`src/tsd_pkg.sv`:
```
`timescale 1ns / 1ps

package tsd_pkg;

  // Character classes.
  localparam logic [2:0] CLS_ZERO  = 3'd0;
  localparam logic [2:0] CLS_DIGIT = 3'd1;
  localparam logic [2:0] CLS_HEX   = 3'd2;
  localparam logic [2:0] CLS_X     = 3'd3;
  localparam logic [2:0] CLS_ALPHA = 3'd4;
  localparam logic [2:0] CLS_END   = 3'd5;
  localparam logic [2:0] CLS_SPACE = 3'd6;
  localparam logic [2:0] CLS_OTHER = 3'd7;

  // Scanner rows.
  localparam logic [2:0] ROW_START = 3'd0;
  localparam logic [2:0] ROW_BAD   = 3'd5;
  localparam logic [2:0] ROW_ERR   = 3'd6;

  // Transition codes that are not plain row numbers.
  localparam logic [7:0] CODE_ID_OK   = 8'd100;
  localparam logic [7:0] CODE_INT_OK  = 8'd101;
  localparam logic [7:0] CODE_HEX_OK  = 8'd102;
  localparam logic [7:0] CODE_FDT_OK  = 8'd103;
  localparam logic [7:0] CODE_BAD_RUN = 8'd200;
  localparam logic [7:0] CODE_BAD_OK  = 8'd201;
  localparam logic [7:0] CODE_ERR_RUN = 8'd202;
  localparam logic [7:0] CODE_ERR_OK  = 8'd203;

  // Token kinds.
  localparam logic [2:0] KIND_IDENT = 3'd0;
  localparam logic [2:0] KIND_INT   = 3'd1;
  localparam logic [2:0] KIND_HEX   = 3'd2;
  localparam logic [2:0] KIND_EOT   = 3'd3;
  localparam logic [2:0] KIND_BAD   = 3'd4;
  localparam logic [2:0] KIND_ERR   = 3'd5;

  localparam int unsigned LenW = 8;

  // One queue entry: the first token of an item and whether an end-of-text
  // token follows it.
  typedef struct packed {
    logic [2:0]      kind;
    logic [LenW-1:0] len;
    logic            two;
  } tsd_entry_t;

  // Transition table, one row packed with class 7 in the top byte.
  function automatic logic [7:0] dfa_next(logic [2:0] row, logic [2:0] cls);
    logic [63:0] bits;
    case (row)
      3'd1:    bits = {8'd100, 8'd100, 8'd100, 8'd1, 8'd1, 8'd1, 8'd1, 8'd1};
      3'd2:    bits = {8'd101, 8'd101, 8'd101, 8'd200, 8'd200, 8'd200, 8'd2, 8'd2};
      3'd3:    bits = {8'd101, 8'd101, 8'd101, 8'd200, 8'd4, 8'd200, 8'd2, 8'd2};
      3'd4:    bits = {8'd102, 8'd102, 8'd102, 8'd102, 8'd102, 8'd4, 8'd4, 8'd4};
      3'd5:    bits = {8'd201, 8'd201, 8'd201, 8'd200, 8'd200, 8'd200, 8'd200, 8'd200};
      3'd6:    bits = {8'd202, 8'd203, 8'd203, 8'd203, 8'd203, 8'd203, 8'd203, 8'd203};
      default: bits = {8'd202, 8'd0, 8'd103, 8'd1, 8'd1, 8'd1, 8'd2, 8'd3};
    endcase
    return bits[{cls, 3'b000} +: 8];
  endfunction

  function automatic logic is_stop(logic [7:0] code);
    return (code >= CODE_ID_OK && code <= CODE_FDT_OK) ||
           code == CODE_BAD_OK || code == CODE_ERR_OK;
  endfunction

  function automatic logic [2:0] row_of(logic [7:0] code);
    logic [2:0] row;
    if (code == CODE_BAD_RUN) begin
      row = ROW_BAD;
    end else if (code == CODE_ERR_RUN) begin
      row = ROW_ERR;
    end else if (code < 8'd5) begin
      row = code[2:0];
    end else begin
      row = ROW_START;
    end
    return row;
  endfunction

  function automatic logic [2:0] kind_of(logic [7:0] code);
    logic [2:0] kind;
    case (code)
      CODE_ID_OK:  kind = KIND_IDENT;
      CODE_INT_OK: kind = KIND_INT;
      CODE_HEX_OK: kind = KIND_HEX;
      CODE_FDT_OK: kind = KIND_EOT;
      CODE_BAD_OK: kind = KIND_BAD;
      CODE_ERR_OK: kind = KIND_ERR;
      default:     kind = KIND_ERR;
    endcase
    return kind;
  endfunction

endpackage

```
`src/tsd_front.sv`:
```
`timescale 1ns / 1ps

module tsd_front #(
  parameter int unsigned MaxLexeme = 255
) (
  input  logic                  clk_i,
  input  logic                  rst_ni,
  input  logic                  accept_i,
  input  logic [7:0]            char_byte_i,
  input  logic                  end_of_text_i,
  output logic                  push_o,
  output tsd_pkg::tsd_entry_t   entry_o
);

  localparam int unsigned CntW = $clog2(MaxLexeme + 1);
  localparam int unsigned WideW = (CntW > tsd_pkg::LenW) ? CntW : tsd_pkg::LenW;

  logic [2:0]      state_q, state_d;
  logic [CntW-1:0] cnt_q, cnt_d;
  logic [2:0]      cls;
  logic [7:0]      code, again;
  logic            stop;
  logic [WideW-1:0] cnt_wide;
  logic [tsd_pkg::LenW-1:0] cnt_len;
  logic [CntW-1:0] cnt_bump;

  always_comb begin
    if (end_of_text_i) begin
      cls = tsd_pkg::CLS_END;
    end else if (char_byte_i == 8'h30) begin
      cls = tsd_pkg::CLS_ZERO;
    end else if (char_byte_i inside {[8'h31:8'h39]}) begin
      cls = tsd_pkg::CLS_DIGIT;
    end else if (char_byte_i inside {[8'h61:8'h66], [8'h41:8'h46]}) begin
      cls = tsd_pkg::CLS_HEX;
    end else if (char_byte_i == 8'h78 || char_byte_i == 8'h58) begin
      cls = tsd_pkg::CLS_X;
    end else if (char_byte_i inside {[8'h61:8'h7a], [8'h41:8'h5a]}) begin
      cls = tsd_pkg::CLS_ALPHA;
    end else if (char_byte_i inside {8'h20, [8'h09:8'h0d]}) begin
      cls = tsd_pkg::CLS_SPACE;
    end else begin
      cls = tsd_pkg::CLS_OTHER;
    end
  end

  assign cnt_wide = WideW'(cnt_q);
  assign cnt_len  = (cnt_wide > WideW'(255)) ? {tsd_pkg::LenW{1'b1}}
                                             : cnt_wide[tsd_pkg::LenW-1:0];
  assign cnt_bump = (cnt_q >= CntW'(MaxLexeme)) ? cnt_q : cnt_q + CntW'(1);

  assign code  = tsd_pkg::dfa_next(state_q, cls);
  assign again = tsd_pkg::dfa_next(tsd_pkg::ROW_START, cls);
  assign stop  = tsd_pkg::is_stop(code);

  always_comb begin
    state_d       = state_q;
    cnt_d         = cnt_q;
    entry_o.kind  = tsd_pkg::kind_of(code);
    entry_o.len   = (code == tsd_pkg::CODE_FDT_OK) ? '0 : cnt_len;
    entry_o.two   = 1'b0;
    if (!stop) begin
      state_d = tsd_pkg::row_of(code);
      cnt_d   = (code == 8'd0) ? '0 : cnt_bump;
    end else begin
      state_d = tsd_pkg::ROW_START;
      cnt_d   = '0;
      // The delimiter is scanned again from the start row.
      if (code != tsd_pkg::CODE_FDT_OK) begin
        if (tsd_pkg::is_stop(again)) begin
          entry_o.two = 1'b1;
        end else begin
          state_d = tsd_pkg::row_of(again);
          cnt_d   = (again == 8'd0) ? '0 : CntW'(1);
        end
      end
    end
  end

  assign push_o = accept_i & stop;

  always_ff @(posedge clk_i or negedge rst_ni) begin
    if (!rst_ni) begin
      state_q <= tsd_pkg::ROW_START;
      cnt_q   <= '0;
    end else if (accept_i) begin
      state_q <= state_d;
      cnt_q   <= cnt_d;
    end
  end

  a_state_row: assert property (@(posedge clk_i) disable iff (!rst_ni)
    state_q != 3'd7) else $error("scanner row out of range");

  a_eot_empty_len: assert property (@(posedge clk_i) disable iff (!rst_ni)
    push_o && entry_o.kind == tsd_pkg::KIND_EOT |-> entry_o.len == '0)
    else $error("end-of-text token with nonzero length");

  a_start_after_stop: assert property (@(posedge clk_i) disable iff (!rst_ni)
    push_o && entry_o.two |=> state_q == tsd_pkg::ROW_START && cnt_q == '0)
    else $error("scanner not back at start after end of text");

endmodule

```
`src/tsd_queue.sv`:
```
`timescale 1ns / 1ps

module tsd_queue (
  input  logic                clk_i,
  input  logic                rst_ni,
  input  logic                push_i,
  input  tsd_pkg::tsd_entry_t entry_i,
  input  logic                pop_i,
  output logic                full_o,
  output logic                empty_o,
  output tsd_pkg::tsd_entry_t head_o
);

  localparam int unsigned Depth = 2;

  tsd_pkg::tsd_entry_t mem_q [Depth];
  logic       wr_ptr_q, rd_ptr_q;
  logic [1:0] count_q;

  assign full_o  = (count_q == 2'(Depth));
  assign empty_o = (count_q == 2'd0);
  assign head_o  = mem_q[rd_ptr_q];

  always_ff @(posedge clk_i) begin
    if (push_i) begin
      mem_q[wr_ptr_q] <= entry_i;
    end
  end

  always_ff @(posedge clk_i or negedge rst_ni) begin
    if (!rst_ni) begin
      wr_ptr_q <= 1'b0;
      rd_ptr_q <= 1'b0;
      count_q  <= 2'd0;
    end else begin
      if (push_i) begin
        wr_ptr_q <= ~wr_ptr_q;
      end
      if (pop_i) begin
        rd_ptr_q <= ~rd_ptr_q;
      end
      if (push_i && !pop_i) begin
        count_q <= count_q + 2'd1;
      end else if (pop_i && !push_i) begin
        count_q <= count_q - 2'd1;
      end
    end
  end

  a_no_overflow: assert property (@(posedge clk_i) disable iff (!rst_ni)
    !(push_i && full_o)) else $error("queue overflow");

  a_no_underflow: assert property (@(posedge clk_i) disable iff (!rst_ni)
    !(pop_i && empty_o)) else $error("queue underflow");

  a_count_range: assert property (@(posedge clk_i) disable iff (!rst_ni)
    count_q <= 2'(Depth)) else $error("queue count out of range");

endmodule

```
`src/tsd_back.sv`:
```
`timescale 1ns / 1ps

module tsd_back (
  input  logic                     clk_i,
  input  logic                     rst_ni,
  input  logic                     empty_i,
  input  tsd_pkg::tsd_entry_t      head_i,
  output logic                     pop_o,
  output logic                     out_valid_o,
  input  logic                     out_ready_i,
  output logic [2:0]               token_kind_o,
  output logic [tsd_pkg::LenW-1:0] lexeme_length_o,
  output logic                     last_o
);

  logic phase_q;
  logic beat;

  assign out_valid_o     = ~empty_i;
  assign token_kind_o    = phase_q ? tsd_pkg::KIND_EOT : head_i.kind;
  assign lexeme_length_o = phase_q ? '0 : head_i.len;
  assign last_o          = phase_q | ~head_i.two;
  assign beat            = out_valid_o & out_ready_i;
  assign pop_o           = beat & last_o;

  always_ff @(posedge clk_i or negedge rst_ni) begin
    if (!rst_ni) begin
      phase_q <= 1'b0;
    end else if (beat) begin
      phase_q <= ~last_o;
    end
  end

  a_phase_needs_two: assert property (@(posedge clk_i) disable iff (!rst_ni)
    phase_q |-> out_valid_o && head_i.two) else $error("second beat without entry");

  a_phase_clears: assert property (@(posedge clk_i) disable iff (!rst_ni)
    phase_q && out_ready_i |=> !phase_q) else $error("second beat not closed");

  a_first_then_second: assert property (@(posedge clk_i) disable iff (!rst_ni)
    beat && !last_o |=> phase_q) else $error("end-of-text beat skipped");

endmodule

```
`src/token_scanner_dfa.sv`:
```
`timescale 1ns / 1ps

// Character lexer. The input channel takes one beat per character: an 8-bit
// character, or the end-of-text flag, which ends the current token. The output
// channel returns one beat per token with its kind (identifier, integer, hex,
// end of text, malformed integer, general error) and its length, clamped to
// 255; last marks the final token caused by one input beat.
// A character is classified and stepped through the scanner table in the
// cycle it is accepted, so the input side takes one beat every cycle while
// the queue is not full. Its token, if any, is registered into the queue
// before it reaches the output. An end of text that closes an open token
// gives two output beats; every other input beat gives at most one.
// A two-entry queue sits between the scanner and the output sequencer. When
// the receiver stalls, the scanner keeps accepting characters that produce
// no token, and up to two queue entries, each a token plus any end of text,
// wait; only then does in_ready_o drop. Reset returns the scanner to its start
// row with an empty lexeme and empties the queue; no clearing pass is needed.
// MAX_LEXEME sets the saturation point of the internal character counter.
module token_scanner_dfa #(
  parameter int unsigned MAX_LEXEME = 255
) (
  input  logic                     clk_i,
  input  logic                     rst_ni,
  input  logic                     in_valid_i,
  output logic                     in_ready_o,
  input  logic [7:0]               char_byte_i,
  input  logic                     end_of_text_i,
  output logic                     out_valid_o,
  input  logic                     out_ready_i,
  output logic [2:0]               token_kind_o,
  output logic [tsd_pkg::LenW-1:0] lexeme_length_o,
  output logic                     last_o
);

  tsd_pkg::tsd_entry_t new_entry;
  tsd_pkg::tsd_entry_t head;
  logic push, pop, full, empty, accept;

  // The scanner only stalls when a token might have nowhere to go.
  assign in_ready_o = ~full;
  assign accept     = in_valid_i & in_ready_o;

  tsd_front #(
    .MaxLexeme(MAX_LEXEME)
  ) u_front (
    .clk_i        (clk_i),
    .rst_ni       (rst_ni),
    .accept_i     (accept),
    .char_byte_i  (char_byte_i),
    .end_of_text_i(end_of_text_i),
    .push_o       (push),
    .entry_o      (new_entry)
  );

  tsd_queue u_queue (
    .clk_i  (clk_i),
    .rst_ni (rst_ni),
    .push_i (push),
    .entry_i(new_entry),
    .pop_i  (pop),
    .full_o (full),
    .empty_o(empty),
    .head_o (head)
  );

  tsd_back u_back (
    .clk_i          (clk_i),
    .rst_ni         (rst_ni),
    .empty_i        (empty),
    .head_i         (head),
    .pop_o          (pop),
    .out_valid_o    (out_valid_o),
    .out_ready_i    (out_ready_i),
    .token_kind_o   (token_kind_o),
    .lexeme_length_o(lexeme_length_o),
    .last_o         (last_o)
  );

endmodule

```
`config.mk`:
```
export PLATFORM = sky130hd
export DESIGN_NAME = token_scanner_dfa
export DESIGN_NICKNAME = d
export VERILOG_FILES = /design/src/tsd_pkg.sv /design/src/tsd_front.sv /design/src/tsd_queue.sv /design/src/tsd_back.sv /design/src/token_scanner_dfa.sv
export SDC_FILE = /design/constraint.sdc
export NUM_CORES = 1
export LEC_CHECK = 0
export BUFFER_PORTS_ARGS = -buffer_cell sky130_fd_sc_hd__buf_2
export CAP_MARGIN = 20
export CORE_MARGIN = 4
export CORE_UTILIZATION = 43
export DETAILED_ROUTE_END_ITERATION = 6
export GPL_ROUTABILITY_DRIVEN = 1
export PLACE_DENSITY_LB_ADDON = 0.3
export SETUP_SLACK_MARGIN = 0.5
export SYNTH_ARGS = -nofsm -noshare
export SYNTH_HDL_FRONTEND = slang
export SYNTH_HIERARCHICAL = 1
export SYNTH_SLANG_ARGS = --single-unit
```
`constraint.sdc`:
```
create_clock -name clk_i -period 4.6 [get_ports clk_i]
set_input_delay 0.92 -clock clk_i [delete_from_list [all_inputs] [get_ports clk_i]]
set_output_delay 0.92 -clock clk_i [all_outputs]
set_load 0.005 [all_outputs]
```
# == Word level (Yosys, flattened, before mapping) ==
# Memories as Yosys holds them, arrays and structs flattened.
# Cells that the tools add are included.
# classes
add_sub_neg,3
order_cmp,18
eq_ne,25
shift,2
mux,35
bitwise_logic,11
reduce_logical,25
# ops
operator,count
$pmux W64 S6,1
$eq A8 B8 Y1 const B,8
$mux W8,8
$shiftx A64 B7 Y8,1
$shiftx A64 B7 Y8 const A,1
$eq A8 B7 Y1 const B,6
$le A8 B7 Y1 const B,6
$mux W3,16
$ge A8 B7 Y1 const B,4
$eq A8 B6 Y1 const B,2
$logic_not A8 Y1,2
$lt A8 B3 Y1 const B,2
$pmux W3 S5,1
$logic_and A1 B1 Y1,10
$eq A3 B3 Y1 const B,3
$add A8 B1 Y8 const B,1
$ge A8 B4 Y1 const B,1
$ge A8 B6 Y1 const B,1
$ge A8 B8 Y1 const B,1
$gt A8 B8 Y1 const B,1
$le A8 B4 Y1 const B,1
$le A8 B6 Y1 const B,1
$ne A8 B7 Y1 const B,1
$reduce_bool A2 Y1,4
15 further kinds,36
# totals
register_bits,16
ramBits,24
in_bits,13
wordCells,126
n_memories,1
# memory_table
name,words,word_bits,rd,rd_clocked_by_memory_dff,wr,line,text
u_queue.mem_q,2,12,1,0,1,tsd_queue.sv:16,tsd_pkg::tsd_entry_t mem_q [Depth];

# == Longest topological paths before layout ==
# Gate-level depths: netlist of run 1.
# depth
ltp_word,20
ltp_mapped,16

# == Modules after synthesis ==
# The synthesis of run 1 kept the hierarchy.
# modules_own_cells
module,n_inst,cells_each,area_per_inst_um2
tsd_front,1,207,1546.5
tsd_queue,1,53,1087.3
tsd_back,1,19,141.4
token_scanner_dfa,1,2,10.0

# == Least setup slack after synthesis of run 1 ==
# Ideal clock, no wire load.
# synth_timing
kind,input to register
startpoint,in char_byte_i[0]
endpoint,"mem u_queue/mem_q[0][0] in the netlist's numbering, enable pin"
setup_time_ns,0.382
t_arrival_ns,3.903
required_time_ns,4.218
setup_slack_ns,0.316
path_stages,12
path_cell_list,buf_6 -> or4b_1 -> a21o_1 -> a211oi_4 -> o21ai_2 -> o21ai_2 -> a2111oi_1 -> a311o_2 -> mux2i_1 -> buf_6 -> and2_1 -> nor2b_1
# synth_between
elab_chain_len,18
# synth_rtl
item,line,text
"start, declared",token_scanner_dfa.sv:26,"input logic [7:0] char_byte_i,"
$ge A8 B4 Y1 / $le A8 B4 Y1 (equally long branches),tsd_front.sv:40,"end else if (char_byte_i inside {8'h20, [8'h09:8'h0d]}) begin"
$logic_and A1 B1 Y1,tsd_front.sv:40,
$reduce_bool A2 Y1,tsd_front.sv:40,
$mux W1,tsd_front.sv:40,
$mux W3,tsd_front.sv:38,"end else if (char_byte_i inside {[8'h61:8'h7a], [8'h41:8'h5a]}) begin"
$mux W3,tsd_front.sv:36,end else if (char_byte_i == 8'h78 || char_byte_i == 8'h58) begin
$mux W3,tsd_front.sv:34,"end else if (char_byte_i inside {[8'h61:8'h66], [8'h41:8'h46]}) begin"
$mux W3,tsd_front.sv:32,end else if (char_byte_i inside {[8'h31:8'h39]}) begin
[3 not listed],-,
$ge A8 B7 Y1 / $le A8 B7 Y1 (equally long branches),tsd_pkg.sv:64,return (code >= CODE_ID_OK && code <= CODE_FDT_OK) ||
$logic_and A1 B1 Y1,tsd_pkg.sv:64,
$logic_or A1 B1 Y1,tsd_pkg.sv:64,
$logic_or A1 B1 Y1 *,tsd_pkg.sv:65,code == CODE_BAD_OK || code == CODE_ERR_OK;
$and A1 B1 Y1 *,tsd_front.sv:80,assign push_o = accept_i & stop;
via push,token_scanner_dfa.sv:37,"logic push, pop, full, empty, accept;"
$mux W1 *,tsd_queue.sv:25,if (push_i) begin
$mux W1 (implied by the code) *,tsd_queue.sv:26,mem_q[wr_ptr_q] <= entry_i;
"end, declared",tsd_queue.sv:16,
# The timed path passes the listed nets; every way through them passes the cells marked *.

# == Worst setup path after layout of run 1 ==
# layout_timing
startpoint,in char_byte_i[4]
endpoint,reg u_queue.count_q[1]
# layout_between
elab_chain_len,19
# layout_rtl
item,line,text
$ge A8 B4 Y1 / $le A8 B4 Y1 (equally long branches),tsd_front.sv:40,
$logic_and A1 B1 Y1,tsd_front.sv:40,
$reduce_bool A2 Y1,tsd_front.sv:40,
$mux W1,tsd_front.sv:40,
$mux W3,tsd_front.sv:38,
$mux W3,tsd_front.sv:36,
$mux W3,tsd_front.sv:34,
$mux W3,tsd_front.sv:32,
[4 not listed],-,
$logic_and A1 B1 Y1,tsd_pkg.sv:64,
$logic_or A1 B1 Y1,tsd_pkg.sv:64,
$logic_or A1 B1 Y1 *,tsd_pkg.sv:65,
$and A1 B1 Y1 *,tsd_front.sv:80,
via push,token_scanner_dfa.sv:37,
$logic_not A1 Y1,tsd_queue.sv:44,end else if (pop_i && !push_i) begin
$logic_and A1 B1 Y1,tsd_queue.sv:44,
$reduce_bool A2 Y1 (no line),-,
"end signal, assigned",tsd_queue.sv:43,count_q <= count_q + 2'd1;
"end signal, assigned",tsd_queue.sv:45,count_q <= count_q - 2'd1;
"end, declared",tsd_queue.sv:18,logic [1:0] count_q;
# Marked as above.
# A chain may end at the register's enable or synchronous reset.

==> flow_results.org, run 1 <==
** CTS
- Post-cts sizing count :: 0
- In this run the post-CTS setup repair buffer count came out at 0.
- TritonCTS clock tree :: built
- Total CTS buffers :: 5
- CTS max path bufs :: 2
- Counting every sink on the clock net gives 40.
- After clock tree synthesis, the clock-pin slew on the worst setup and hold paths is 0.08 ns.
- In this run, post-CTS hold repair placed 0 buffers.
- The clock tree synthesis step divided the H-tree into 2 levels.
- Latest clock arrival within the worst-skew pair :: 0.29 ns
- Master cell of the clock root buffer :: clkbuf_8

** Setup path
- Startpoint type of the worst setup path :: input port
- The worst register-to-register path has a setup slack of 1.60 ns.
- Critical path class :: input port to flop
- The most critical setup path has its endpoint at u_queue/count_q[1].
- Walking the worst path, the cells encountered are buf_2, nor2_1, a211o_1, o211ai_1, nand2b_1, a2111oi_0, a31oi_1, o311ai_4, mux2i_1, and2_1, ha_1, nor2_1, xor2_1.
- The worst register-to-register path begins at u_front/state_q[2].
- On the critical path, the stage with the largest delay is an instance of a2111oi_0.
- In this run the worst path has a maximum fanout of 10.
- In this run the critical register-to-register path is captured at u_queue/mem_q[1][4].
- The critical path starts at char_byte_i[4].
- Counting cells, the worst reg-to-reg path comes to 8.
- Crit. End Element :: flop
- Cell mode on critical path :: nor2_1
- Crit path arrival time :: 4.01 ns
- The largest single stage delay on the critical path is 0.46 ns.
- For the worst setup path, the data required time is 4.82 ns.

** Synth
- Main combinational cell family by area after synthesis :: simple AND/OR/NAND/NOR gates
- Fraction of synthesized area in multiplexers :: 8.09%
- Among all flip-flop cells after synthesis, the most frequent one is edfxtp_1.
- Net Count, Synth :: 296
- Area fraction in compound gates after synthesis :: 21.5%
- Post-synthesis adder-cell area fraction :: 0.898%
- Of the post-synthesis cell area, the dominant cell type holds 25.9%.
- Register area share after synthesis :: 40.3%
- Cells taking the most area after synthesis :: edfxtp_1 (26%), dfrtp_1 (14%), nor2b_1 (5.6%)
- In the synthesized netlist, the number of instances is 281.
- The Yosys step of the flow raised 6 warnings.
- Averaged over all synthesized cells, the footprint is 9.91 sq um.
- Of all flip-flops after synthesis, the portion carrying an async set or reset was 40.0%.
- Of the total synthesized cell area, the portion taken by AND, OR, NAND and NOR gates is 22.4%.
- Total standard cell area after synthesis :: 0.00279 sq mm
- Flip-flop and latch count after synthesis :: 40
- Of all cell types, the one taking the most synthesized area is edfxtp_1.
- Counting distinct cell types in the post-synthesis netlist gives 69.
- The synthesized design contains 24 enable-type register cells.
- Summing the areas of all xor and xnor instances in the mapped netlist gives 1.89% of the synthesized area.

** Global routing
- The total overflow left after global routing is 0.
- Global routing used 14.9% of the available tracks.
- Global routing used 21.2% of the available met1 tracks.
- Grt peak-use layer :: met2
- The via count of the first global-routing pass is 1889.
- The first global-routing pass estimated 9230 um of wire.
- Entering global routing, the biggest net connects 18 pins.
- M2 GR Usage :: 22.9%
- The initial antenna violation count was 0.
- For met3 alone, demand over resource in global routing was 3.26%.

** STA
- Clock tree skew after final layout :: 0.00811 ns
- Sum of negative setup slack :: 0 ns
- Setup repair after global routing left no endpoint under its margin.
- Final setup violating endpoints :: 0
- Counting I/O delays and the setup requirement, the final critical path takes 3.80 ns.
- Crit path setup slack, layout :: 0.802 ns
- Final Hold Viols :: 0
- Period utilisation layout :: 82.6%
- For this run, the top clock speed supported by timing is 263 MHz.
- Headroom to the max-slew limit came out at 53.3%.
- For the pin with the worst max-slew slack, the measured transition is 0.701 ns.
- The max-slew violation count is 0.

** Power and ir drop
- Worst VDD drop :: 0.000299 V
- In this run the static leakage power is 1.18 nW.
- Cell Pwr Density :: 577 mW/mm^2
- Post-route total power :: 0.00176 W

** Floorplanning
- Initial Utilization :: 44.1%
- The die covers 0.00783 sq mm.
- In this run the vertical extent of the chip is 88.5 um.
- Measured along the x axis, the die boundary spans 88.5 um.
- Number of primary I/O pins :: 27
- The region available for standard cell placement spans 0.00631 sq mm.
- FP Rows :: 29

** Drt
- After detailed routing, the number of remaining DRC violations is 0.
- Vias :: 2166
- Initial DRC count :: 144
- Dividing the detail-routed wire length by the instance count gives 15.4 um.
- Via/cell ratio :: 5.72
- The routed design has 5820 um of wire.
- The first detailed-routing pass took 5 iterations.
- Number of antenna-violating nets in the routed design :: 0

** Final layout
- The net count of the finished layout is 316.
- Cells with a size suffix above 1 make up 22.5% of the layout.
- 0 antenna diodes ended up in the layout.
- P&R area growth vs syn :: 9.57%

** Worst hold path
- In this run the worst hold path is classified as flop to flop.

** Outcome
- Run status :: finished clean

** Placed design
- Minimum setup slack after placement :: 0.393 ns
- Port buffering added 26 buffers.
- Half-perimeter wire length after placement :: 4200 um
- Routability-driven placement finished with a final weighted congestion of 0.880.

** Job
- The tool flagged a number of max-cap violations equal to 0.
[cell usage in the layout, fill, tap and decap left out, types with 4 or more instances in the layout]
master,count
inv_1,8
clkbuf_8,5
a211o_1,4
nand3_1,7
xor2_1,4
a31oi_1,5
edfxtp_1,24
nor3_1,5
nand2b_1,5
nor2_1,24
o21ai_0,8
and2_1,4
o21ai_1,4
dfrtp_1,16
buf_2,26
o31ai_1,5
nor2b_1,24
mux2_4,10
a21oi_1,16
mux2_2,4
or3_1,5
a22o_1,4
nand2_1,15
[final cells by class]
class                      instances  area [sq um]
clock buffer                       5          68.8
clock inverter                     3          47.5
fill                             610          3260
inverter                          10          37.5
multi-input combinational        215          1530
sequential                        40          1120
tap                               77          96.3
timing repair buffer              29           153
[Yosys cell counts (2+ instances only)]
master / instances
a211o_1: 4
o22ai_1: 2
buf_2: 4
o31ai_1: 5
clkbuf_1: 7
nand2_1: 15
o21ai_1: 4
nand3_1: 7
nor3_1: 5
nor2_1: 24
a22o_1: 4
a31oi_1: 5
o21bai_1: 2
buf_6: 5
nand4b_1: 2
mux2i_1: 3
o21ai_0: 8
o21a_1: 2
o211ai_1: 2
nor2b_1: 25
mux2_2: 4
o21ai_2: 3
or3_1: 5
nor3b_1: 3
nand4_1: 2
ha_1: 2
inv_1: 8
a21oi_1: 16
and2_1: 5
mux2_4: 10
xor2_1: 4
or2_1: 2
a211oi_1: 2
dfrtp_1: 16
nand2b_1: 5
o2111ai_1: 2
edfxtp_1: 24
xnor2_1: 2
[routing by layer]
| layer | routed length, um | part of all wire [%] |
|---|---|---|
| met5 | 0 | 0 |
| met4 | 66 | 1.1 |
| met3 | 294 | 5.1 |
| met2 | 2710 | 47 |
| met1 | 2740 | 47 |
[worst max-delay path: cells and delay by family]
kind / cells / cell delay (ns)
xor gates and xnor gates: 1 / 0.16
AOI/OAI and AO/OA: 5 / 1.51
buffers and inverters: 1 / 0.19
muxes: 1 / 0.16
adders and majority gates: 1 / 0.35
and+or+nand+nor: 4 / 0.72
[registers in the layout (all words and copies together), names as in the netlist]
signal	flops
u_front/cnt_q	8
u_queue/rd_ptr_q	1
u_back/phase_q	1
u_queue/wr_ptr_q	1
u_front/state_q	3
u_queue/count_q	2
u_queue/mem_q	24
[cell families after synthesis]
group	Yosys count
buffers and inverters	26
AO/OA/AOI/OAI	79
adder cells (fa/ha/maj)	2
multiplexers	17
XOR/XNOR	6
AND/OR/NAND/NOR	111
flip-flops	40
[power breakdown]
group | switching, W | total (W) | internal (W) | leakage (nW)
Combinational | 0.000425 | 0.000811 | 0.000386 | 0.692
Clock | 0.000127 | 0.000290 | 0.000163 | 0.0583
Sequential | 0.000134 | 0.000660 | 0.000526 | 0.434
Total | 0.000686 | 0.00176 | 0.00108 | 1.18
[stage by stage]
step / instances / utilization, % / cell area [sq um] / hold slack [ns]
6_report: 379 / 48.3 / 3050 / 0.503
5_1_grt: 379 / 48.3 / 3050 / 0.521
4_1_cts: 379 / 48.3 / 3050 / 0.497
3_5_place_dp: 371 / 46.5 / 2930 / 0.480
3_3_place_gp: 371 / 46.5 / 2930 / 0.476
2_1_floorplan: 281 / - / 2790 / 0.456
[worst min path at each step]
stage / from / endpoint / slack (ns) / depth (start not counted)
after detailed placement: u_queue/count_q[1] / u_queue/count_q[1] / 0.48 / 1
final: u_queue/count_q[1] / u_queue/count_q[1] / 0.50 / 1
after global routing: u_queue/count_q[1] / u_queue/count_q[1] / 0.52 / 1
after floorplan: u_queue/count_q[1] / u_queue/count_q[1] / 0.46 / 1
after global placement: u_queue/count_q[1] / u_queue/count_q[1] / 0.48 / 1
after CTS: u_queue/count_q[1] / u_queue/count_q[1] / 0.50 / 1
(Power assumes the default switching activity.)
==> inputs of run 2 (changes only) <==
--- a/config.mk
+++ b/config.mk
@@ -5,6 +5,7 @@
 export SDC_FILE = /design/constraint.sdc
 export NUM_CORES = 1
 export LEC_CHECK = 0
+export ABC_AREA = 1
 export BUFFER_PORTS_ARGS = -buffer_cell sky130_fd_sc_hd__buf_2
 export CAP_MARGIN = 20
 export CORE_MARGIN = 4
==> constraint.sdc (replaced) <==
create_clock -name clk_i -period 3.36 [get_ports clk_i]
set_input_delay 0.672 -clock clk_i [delete_from_list [all_inputs] [get_ports clk_i]]
set_output_delay 0.672 -clock clk_i [all_outputs]
set_load 0.005 [all_outputs]
==> flow_results.org, run 2 <==
** Outcome
- The flow ran to the end, and the final reports show no timing, DRC or antenna violations.

** Synth
- By area the synthesized netlist is led by edfxtp_1 (24%), dfrtp_1 (13%), nand2_1 (12%).
- Synthesis produced a netlist with a net count of 406.
- Flip-flop and latch count after synthesis :: 40
- The Yosys step of the flow raised 6 warnings.
- Share of the synthesized area in the top cell type :: 24.3%
- Register area share after synthesis :: 37.8%
- Fraction of registers with async set or reset after synthesis :: 40.0%
- Synthesis handed over a netlist of 391 instances.
- Total standard cell area after synthesis :: 0.00297 sq mm
- Leading cell type by number of instances after synthesis :: nand2_1
- Summed over all instances, the cell type with the most area after synthesis is edfxtp_1.
- List of most frequent post-synthesis cells :: nand2_1 (98), nor2_1 (49), inv_1 (48)
- Dominant register cell in the synthesized netlist :: edfxtp_1
- Number of enable flip-flop cells after synthesis :: 24
- Avg Cell Area, Syn :: 7.59 sq um
- After synthesis, the netlist uses 33 different library cells.

** Floorplanning
- Once the floorplan was initialized, standard cells occupied 43.9% of the core.
- The floorplan step set the die height to 91.1 um.
- The die covers 0.00829 sq mm.
- Area of the core :: 0.00676 sq mm
- Number of primary I/O pins :: 27
- FP Rows :: 30
- In this run the horizontal extent of the chip is 91.1 um.

** CTS
- Post-CTS clock slew at the launch and capture registers of the worst setup and hold paths :: 0.08 ns
- TritonCTS built the clock tree.
- Master cell of the clock root buffer :: clkbuf_8
- The clock passes through at most 2 buffers.
- Clock tree sinks :: 40
- Latest clock arrival within the worst-skew pair :: 0.30 ns
- Total CTS buffers :: 5
- Hold_buf cts :: 0
- CTS built an H-tree with a depth of 2.

** Final layout
- Utilization after layout :: 51.9%
- The post-route netlist has 29.5% of its cells at a drive strength greater than 1.
- The library cells used most frequently in the layout, excluding fill and tap cells, are nand2_1 (91), nor2_1 (48), inv_1 (44).
- Commonest non-fill, non-tap cell in the layout :: nand2_1
- Max reg flops :: 24
- Relative to the synthesized area, the layout overhead comes to 18.3%.
- The layout has 662 filler cells.
- Largest registers in the final layout :: u_queue/mem_q x24, u_front/cnt_q x8, u_front/state_q x3
- Most flops, register :: u_queue/mem_q
- At the end of the flow, the number of nets in the layout was 445.
- The number of antenna diodes in the final layout is 0.

** Power and ir drop
- Leak :: 1.68 nW
- IR analysis of the VDD net gives a maximum drop of 0.000494 V.
- Cell Pwr Density :: 813 mW/mm^2
- Post-route total power :: 0.00285 W

** Global routing
- The via count of the first global-routing pass is 2445.
- Across every metal layer, demand over resource in global routing totals 15.8%.
- The initial antenna violation count is 0.
- The first global-routing pass estimated 10800 um of wire.
- Maximum number of pins on one net before global-route repair :: 17
- Global route total overflow :: 0

** STA
- Setup total negative slack on the finished layout was measured at 0 ns.
- At the pin with the least slew margin, the transition time is 0.736 ns.
- Period utilisation layout :: 81.6%
- Setup repair after global routing left no endpoint under its margin.
- Final setup violating endpoints :: 0
- Final number of max-transition violations :: 0
- Derived from the worst setup path, the maximum achievable clock frequency is 365 MHz.
- On the final layout, the worst hold slack is 0.276 ns.
- Final Hold Viols :: 0
- Once routing completed, OpenROAD measured the worst setup slack at 0.618 ns.
- Measured against its own limit, the worst slew margin works out to 50.9%.
- Clock tree skew after final layout :: 0.0114 ns
- Final critical-path required period :: 2.74 ns

** Placed design
- Prior to clock tree synthesis, the placed netlist has a worst setup slack of 0.205 ns.
- Final weighted congestion of routability-driven global placement :: 0.928
- Port buffering added 26 buffers.
- The wire-length estimate of the detail-placed layout is 4850 um.

** Setup path
- The most numerous cell type found on the critical path is nand2_4.
- Critical Path Fanout Max :: 9
- Critical path class :: input port to flop
- For the worst setup path, the data arrival time is 2.76 ns.
- Startpoint type of the worst setup path :: input port
- Walking the worst path, the cells encountered are buf_2, nor2_1, nand4_1, nor3b_2, nand2_4, nor2_4, nand3_1, nand2_1, inv_2, nand2_4, nand2_4, nand2_4, nand2_8, inv_8, inv_2, nor2_4, clkbuf_16.
- Slowest stage cell, crit path :: nor3b_2
- Crit. End Element :: flop
- Peak per-stage delay on the critical path :: 0.35 ns
- For the worst setup path, the data required time is 3.38 ns.

** Drt
- The final route contains 2618 vias.
- Routed len/inst :: 12.7 um
- Number of antenna-violating nets in the routed design :: 0
- Initial DRC count :: 147
- The pre-antenna-repair detailed-routing pass consisted of 4 iterations.
- After detailed routing, the total wire length is 6510 um.
- Using the TritonRoute via totals, the vias-per-cell ratio works out to 5.12.
- DRC errors left :: 0

** Worst hold path
- The min-delay analysis places its worst path in the category input port to asynchronous set/reset pin.

** Job
- Max-cap violations in this run came to 0.
## run 2: worst paths after layout
path,slack (ns),cells after the start,start,end
worst max-delay path,0.62,17,char_byte_i[7],u_queue/mem_q[0][4]
worst min-delay path,0.28,1,rst_ni,u_front/cnt_q[7]
worst max register to register,0.65,19,u_front/state_q[2],u_queue/mem_q[0][4]
worst min register to register,0.52,2,u_queue/count_q[1],u_queue/count_q[1]
max in group asynchronous,2.79,1,rst_ni,u_front/state_q[2]
min in group clk_i,0.52,2,u_queue/count_q[1],u_queue/count_q[1]
## run 2: area by class of cell
| cell class | count | area, sq um | share of cell area [%] |
|---|---|---|---|
| Timing Repair Buffer | 39 | 265 | 7.56 |
| Clock inverter | 3 | 42.5 | 1.21 |
| Inverter | 59 | 240 | 6.84 |
| Clock buffer | 5 | 68.8 | 1.96 |
| Tap cell | 80 | 100 | 2.85 |
| Sequential cell | 40 | 1120 | 32.0 |
| Multi-Input combinational cell | 285 | 1670 | 47.6 |
## run 2: repair_timing
item / in CTS / in global routing
gates resized for setup: 0 / 30
endpoints found under the setup margin: 0 / 51
buffers inserted: 0 / 10
## run 2: worst max-delay path: cells and delay by family
family	cells	cell delay [ns]
buf+inv	5	0.52
simple gates	12	1.56
## run 2: power by group
group / internal [W] / leakage (nW) / switching [W] / total [W]
clock network: 0.000220 / 0.0541 / 0.000173 / 0.000392
registers: 0.000706 / 0.430 / 0.000146 / 0.000852
logic: 0.000660 / 1.20 / 0.000950 / 0.00161
total: 0.00159 / 1.68 / 0.00127 / 0.00285
## run 2: stage by stage
| step | area [sq um] | instances |
|---|---|---|
| 5_1_grt | 3510 | 511 |
| 3_5_place_dp | 3180 | 491 |
| 2_1_floorplan | 3010 | 391 |
| 3_3_place_gp | 3180 | 491 |
| 6_report | 3510 | 511 |
| 4_1_cts | 3290 | 499 |
## run 2: cell families (layout without fill, tap and decap cells)
| logic type | Yosys count | after routing | synth area share (%) |
|---|---|---|---|
| AO/OA/AOI/OAI | 20 | 20 | 4.26 |
| XOR/XNOR | 9 | 9 | 2.66 |
| adder cells (fa/ha/maj) | 2 | 2 | 0.843 |
| buffers and inverters | 67 | 106 | 10.2 |
| flip-flops | 40 | 40 | 37.8 |
| multiplexers | 12 | 12 | 5.69 |
| AND/OR/NAND/NOR | 241 | 242 | 38.5 |
## run 2: layer usage
| metal | GRT usage (%) | part of all wire, % |
|---|---|---|
| met5 | 0 | 0 |
| met4 | 5.03 | 1.4 |
| met1 | 19.6 | 44 |
| met3 | 3.23 | 4.8 |
| met2 | 27.2 | 50 |
